`src/hdl/pwd_pkg.sv`:
```
// Shared types, codes and helpers for the per-channel trip watchdog.
package pwd_pkg;

	localparam int MODE_W   = 3;
	localparam int CH_W     = 8;
	localparam int SAMPLE_W = 32;
	localparam int CNT_W    = 16;
	localparam int LIM_W    = 31;
	localparam int WIN_W    = 33;
	localparam int CFG_IDX_W  = 3;
	localparam int CFG_DATA_W = 32;
	localparam int CH_SPACE = 1 << CH_W;

	// Item modes
	localparam logic [MODE_W-1:0] MODE_LOAD  = 3'd0;
	localparam logic [MODE_W-1:0] MODE_CLEAR = 3'd1;
	localparam logic [MODE_W-1:0] MODE_BEAM  = 3'd2;
	localparam logic [MODE_W-1:0] MODE_SETPT = 3'd3;
	localparam logic [MODE_W-1:0] MODE_CURR  = 3'd4;

	// Configuration register indexes
	typedef enum logic [CFG_IDX_W-1:0] {
		CFG_BEAM_LIMIT  = 3'd0,
		CFG_BEAM_TRIP   = 3'd1,
		CFG_SETPT_TRIP  = 3'd2,
		CFG_CURR_TRIP   = 3'd3,
		CFG_CURR_MARGIN = 3'd4,
		CFG_CURR_SCALE  = 3'd5,
		CFG_DIS_FIRST   = 3'd6,
		CFG_DIS_SECOND  = 3'd7
	} cfg_idx_t;

	typedef struct packed {
		logic [LIM_W-1:0] beam_limit;
		logic [CNT_W-1:0] beam_trip;
		logic [CNT_W-1:0] setpt_trip;
		logic [CNT_W-1:0] curr_trip;
		logic [LIM_W-1:0] curr_margin;
		logic [CNT_W-1:0] curr_scale;
		logic [CH_W-1:0]  dis_first;
		logic [CH_W-1:0]  dis_second;
	} cfg_t;

	// Per-channel record kept in the channel memory
	typedef struct packed {
		logic [LIM_W-1:0] limit;
		logic [WIN_W-1:0] win_hi;
		logic [WIN_W-1:0] win_lo;
		logic [CNT_W-1:0] beam_cnt;
		logic [CNT_W-1:0] curr_cnt;
		logic [CNT_W-1:0] setpt_cnt;
	} rec_t;

	// Precomputed item, handed from the front stage to the update stage
	typedef struct packed {
		logic [MODE_W-1:0]       mode;
		logic [CH_W-1:0]         channel;
		logic                    ch_ok;
		logic                    last;
		logic                    beam_err;
		logic [LIM_W-1:0]        load_lim;
		logic signed [WIN_W-1:0] neg;
		logic signed [WIN_W-1:0] scaled;
	} prep_t;

	typedef struct packed {
		logic             tripped;
		logic [CNT_W-1:0] channel_count;
		logic [CNT_W-1:0] beam_total;
		logic [CNT_W-1:0] current_total;
		logic [CNT_W-1:0] setpoint_total;
	} res_t;

	function automatic logic [CNT_W-1:0] sat_inc(input logic [CNT_W-1:0] v);
		return (v == '1) ? v : v + 1'b1;
	endfunction

endpackage

```
`src/hdl/pwd_prep.sv`:
```
// Front stage: input register, magnitude, current scaling and beam test.
module pwd_prep import pwd_pkg::*; #(
	parameter int CHANNELS = 256
) (
	input  logic                       clk,
	input  logic                       accept,
	input  logic                       adv,
	input  logic [MODE_W-1:0]          in_mode,
	input  logic [CH_W-1:0]            in_channel,
	input  logic signed [SAMPLE_W-1:0] in_sample,
	input  cfg_t                       cfg,
	output logic [CH_W-1:0]            ch_s1,
	output prep_t                      prep_s2
);

	localparam int CMP_W = $clog2(CHANNELS + 1) + 1;
	localparam logic [CMP_W-1:0] CH_LIMIT = CMP_W'(CHANNELS);
	localparam logic [CMP_W-1:0] CH_LAST  = CMP_W'(CHANNELS - 1);

	logic [MODE_W-1:0]          mode_s1;
	logic signed [SAMPLE_W-1:0] sample_s1;

	logic [SAMPLE_W-1:0]           mag;
	logic [SAMPLE_W+CNT_W-1:0]     prod;
	logic signed [WIN_W-1:0]       q;
	logic [CMP_W-1:0]              ch_w;
	prep_t                         prep;

	// Input register
	always_ff @(posedge clk) begin
		if (accept) begin
			mode_s1   <= in_mode;
			ch_s1     <= in_channel;
			sample_s1 <= in_sample;
		end
	end

	// Magnitude, scaled current truncated toward zero, beam and window operands
	always_comb begin
		mag  = sample_s1[SAMPLE_W-1] ? SAMPLE_W'(-sample_s1) : SAMPLE_W'(sample_s1);
		prod = (SAMPLE_W+CNT_W)'(mag) * (SAMPLE_W+CNT_W)'(cfg.curr_scale);
		q    = $signed({1'b0, prod[SAMPLE_W+CNT_W-1:CNT_W]});
		ch_w = CMP_W'(ch_s1);

		prep.mode     = mode_s1;
		prep.channel  = ch_s1;
		prep.ch_ok    = ch_w < CH_LIMIT;
		prep.last     = ch_w == CH_LAST;
		prep.beam_err = (mag >= {1'b0, cfg.beam_limit}) &&
			(ch_s1 != cfg.dis_first) && (ch_s1 != cfg.dis_second);
		prep.load_lim = sample_s1[SAMPLE_W-1] ? '0 : sample_s1[LIM_W-1:0];
		prep.neg      = -$signed({sample_s1[SAMPLE_W-1], sample_s1});
		prep.scaled   = sample_s1[SAMPLE_W-1] ? -q : q;
	end

	// Stage register into the update stage
	always_ff @(posedge clk) begin
		if (adv) begin
			prep_s2 <= prep;
		end
	end

endmodule

```
`config.mk`:
```
export PLATFORM = sky130hd
export DESIGN_NAME = pwd_prep
export DESIGN_NICKNAME = d
export VERILOG_FILES = /design/src/hdl/pwd_pkg.sv /design/src/hdl/pwd_prep.sv
export SDC_FILE = /design/constraint.sdc
export NUM_CORES = 1
export LEC_CHECK = 0
export ABC_AREA = 1
export BUFFER_PORTS_ARGS = -buffer_cell sky130_fd_sc_hd__buf_2
export CAP_MARGIN = 20
export CORE_MARGIN = 2
export CORE_UTILIZATION = 45
export DETAILED_ROUTE_END_ITERATION = 12
export PLACE_DENSITY = 0.67
export SYNTH_ARGS = -nofsm -noshare
export SYNTH_HDL_FRONTEND = slang
export SYNTH_SLANG_ARGS = --single-unit
```
`constraint.sdc`:
```
create_clock -name clk -period 8 [get_ports clk]
set_input_delay 0.4 -clock clk [delete_from_list [all_inputs] [get_ports clk]]
set_output_delay 0.4 -clock clk [all_outputs]
set_load 0.03 [all_outputs]
```
==> out/summary.txt <==
status - finished, violations left
violated checks - setup timing
RSZ-0062 raised after global routing - true
most frequent CP cell - nor2_4
fraction of the mapped netlist area in simple logic gates - 20.8%
Starting Density - 45.6%
clock root buffer master - clkbuf_16
H-Tree Depth - 4
slew at the pin closest to its max-slew limit - 1100 ps
Hold Fails Final Rpt - 0
max-cap violations - 0
post-synthesis compound-gate area fraction - 3.75%
fmax - 118 MHz
CP max stage delay - 550 ps
clk_lat worst skew - 470 ps
pin count of the biggest net entering global routing - 59
Arr. time, crit path - 8670 ps
Setup crit start - sample_s1[0]$_DFFE_PP_
gpl congestion - 0.944
Rows - 85
Yosys cell types - 52
Die Y - 238 µm
fin nets - 4377
global-route wire length before repair - 118 mm
CP required - 8220 ps
syn_nets - 3785
Worst Setup Start Kind - register
Adder-Cell Fraction of Synth Area - 41.5%
GRT Total Usage - 27.0%
period utilization - 106%
IO buf count - 226
gr ovfl total - 0
die area - 0.0567 mm²
Clock Pin Slew Worst Setup and Hold Paths - 70 ps
Crit. End Element - register
DRC - 0
Tightest Hold Check Type - in -> reg
slew margin rel. - 26.7%
main combinational cell family by area after synthesis - adder cells
number of routed nets with antenna violations - 0
final hold slack - 103 ps
mux cell area share after synthesis - 0%
chip width - 238 µm
wirelength, routed - 77.8 mm
worst setup margin - -459 ps
I/O Pins - 307
WL/cell - 18.0 µm
Pins Over Slew Limit - 0
Yosys Warn Count - 0
initial antenna violation count - 5
slowest stage cell on the critical path - fa_2
Synth Area in XOR/XNOR - 2.20%
sequential-to-total area share from yosys stat - 18.6%
via count - 22.4k
EDFF count, synth - 153
Clock Skew - 15.1 ps
most used flip-flop cell after synthesis - edfxtp_1
DRT iter0 DRCs - 1678
core area - 0.0540 mm²
endpoints failing setup - 23
cts bufs inserted - 17
Vias/cell - 5.17
Clock Tree Buf Depth - 2
CTS tree - done
post-layout util - 60.3%
Hold-fix buffers, CTS - 0
HPWL after detailed placement - 59.5 mm
share of layout cells above drive strength 1 - 31.4%
synthesized area - 0.0247 mm²
clock sink count - 153
router iterations before antenna repair - 8
hold path start - in_sample[31]
vias in the first global route - 22.7k
Async S/R FF share, synth - 0%
Avg Cell Area, Syn - 8.14 µm²
Synth-to-Final Area Change - 32.1%
synthesized instance count - 3029
CP max FO - 4
launch point of the worst reg-to-reg path - sample_s1[0]$_DFFE_PP_
FF+latch count, synth - 153
fin crit period - 8460 ps
TNS Setup - -6840 ps
CP Class - reg -> reg
synth_stat cells, types with 5 or more instances:
master,count,area [µm²]
buf_4,13,97.6
inv_1,725,2720
o21bai_1,11,82.6
xnor2_1,17,149
nor4_1,5,31.3
nor2_1,353,1330
buf_2,13,65.1
clkbuf_1,59,221
nand2_1,721,2710
ha_1,151,1890
nor3_1,16,80.1
a21oi_2,7,61.3
fa_1,417,8350
xor2_1,43,377
nand3_1,93,465
o21ai_2,5,43.8
a21oi_1,76,380
edfxtp_1,153,4590
or2_2,5,31.3
and2_1,7,43.8
nand4_1,31,194
clkinv_1,12,45.0
o21ai_0,35,175
timing repair:
| action | CTS | global route |
|---|---|---|
| cloned | 1 | 0 |
| gates resized for setup | 300 | 296 |
| setup buffers | 52 | 52 |
| pin swaps | 123 | 141 |
| setup endpoints to repair | 26 | 29 |
flip-flops by register name (all words and copies together) (netlist names):
register	cells
prep_s2	110
sample_s1	32
ch_s1	8
mode_s1	3
per-layer routing:
metal | vias up | wire length [µm] | track usage [%]
met4 | 4 | 3400 | 10.1
met1 | 11100 | 30100 | 33.8
met2 | 914 | 38400 | 46.8
met3 | 220 | 5840 | 5.02
met5 | - | 24 | 0
li1 | 10200 | - | -
layout by cell type, fill, tap and decap left out, types with 26 or more instances in the layout:
cell type / synthesis / routed
a21oi_1: 76 / 39
a21oi_2: 7 / 26
buf_2: 13 / 225
buf_4: 13 / 381
buf_6: 3 / 40
edfxtp_1: 153 / 153
fa_1: 417 / 402
ha_1: 151 / 125
ha_4: 0 / 26
inv_1: 725 / 679
inv_2: 4 / 46
nand2_1: 721 / 596
nand2_2: 4 / 87
nand2_4: 1 / 41
nand3_1: 93 / 59
nand3_2: 3 / 30
nand4_1: 31 / 31
nor2_1: 353 / 273
nor2_2: 4 / 38
nor2_4: 3 / 49
xor2_1: 43 / 38
through the flow:
stage | area, µm² | worst slack (ps) | instances
floorplan | 24700 | 106 | 3029
global placement | 28800 | -420 | 4193
detailed placement | 28800 | -508 | 4193
CTS | 31000 | -38.8 | 4278
global route | 32600 | -713 | 4333
finish | 32600 | -459 | 4333
logic make-up (layout without fill, tap and decap cells):
group	after synthesis	count (layout)
AOI/OAI and AO/OA	155	155
xor gates and xnor gates	61	61
adders and majority gates	568	568
buffers and inverters	832	1437
DFF	153	153
other	1	4
and+or+nand+nor	1259	1259
cell type report:
class / count / area [µm²]
clock inverter: 15 / 161
tap: 696 / 871
timing repair inverter: 1 / 7.51
timing repair buffer: 663 / 4770
multi-input combinational: 2044 / 18900
antenna: 3 / 7.51
fill: 4519 / 21500
inverter: 741 / 2810
sequential: 153 / 4590
clock buffer: 17 / 425
critical path, delay by kind of cell, from the launching register on:
kind / cells / cell delay [ps]
DFF: 1 / 430
adders and majority gates: 7 / 3180
xor gates and xnor gates: 2 / 290
buffers and inverters: 10 / 1220
AOI/OAI and AO/OA: 1 / 270
and+or+nand+nor: 21 / 2810
path summary, 6_finish.rpt:
kind,end,slack (ps),depth (start not counted)
min reg2reg,prep_s2[108]$_DFFE_PP_,420,0
min,sample_s1[31]$_DFFE_PP_,100,1
max reg2reg,prep_s2[16]$_DFFE_PP_,-460,41
max,prep_s2[16]$_DFFE_PP_,-460,41
Power is not shown: default switching activity piles up to over one toggle a cycle in this logic, so the estimate is an artifact.
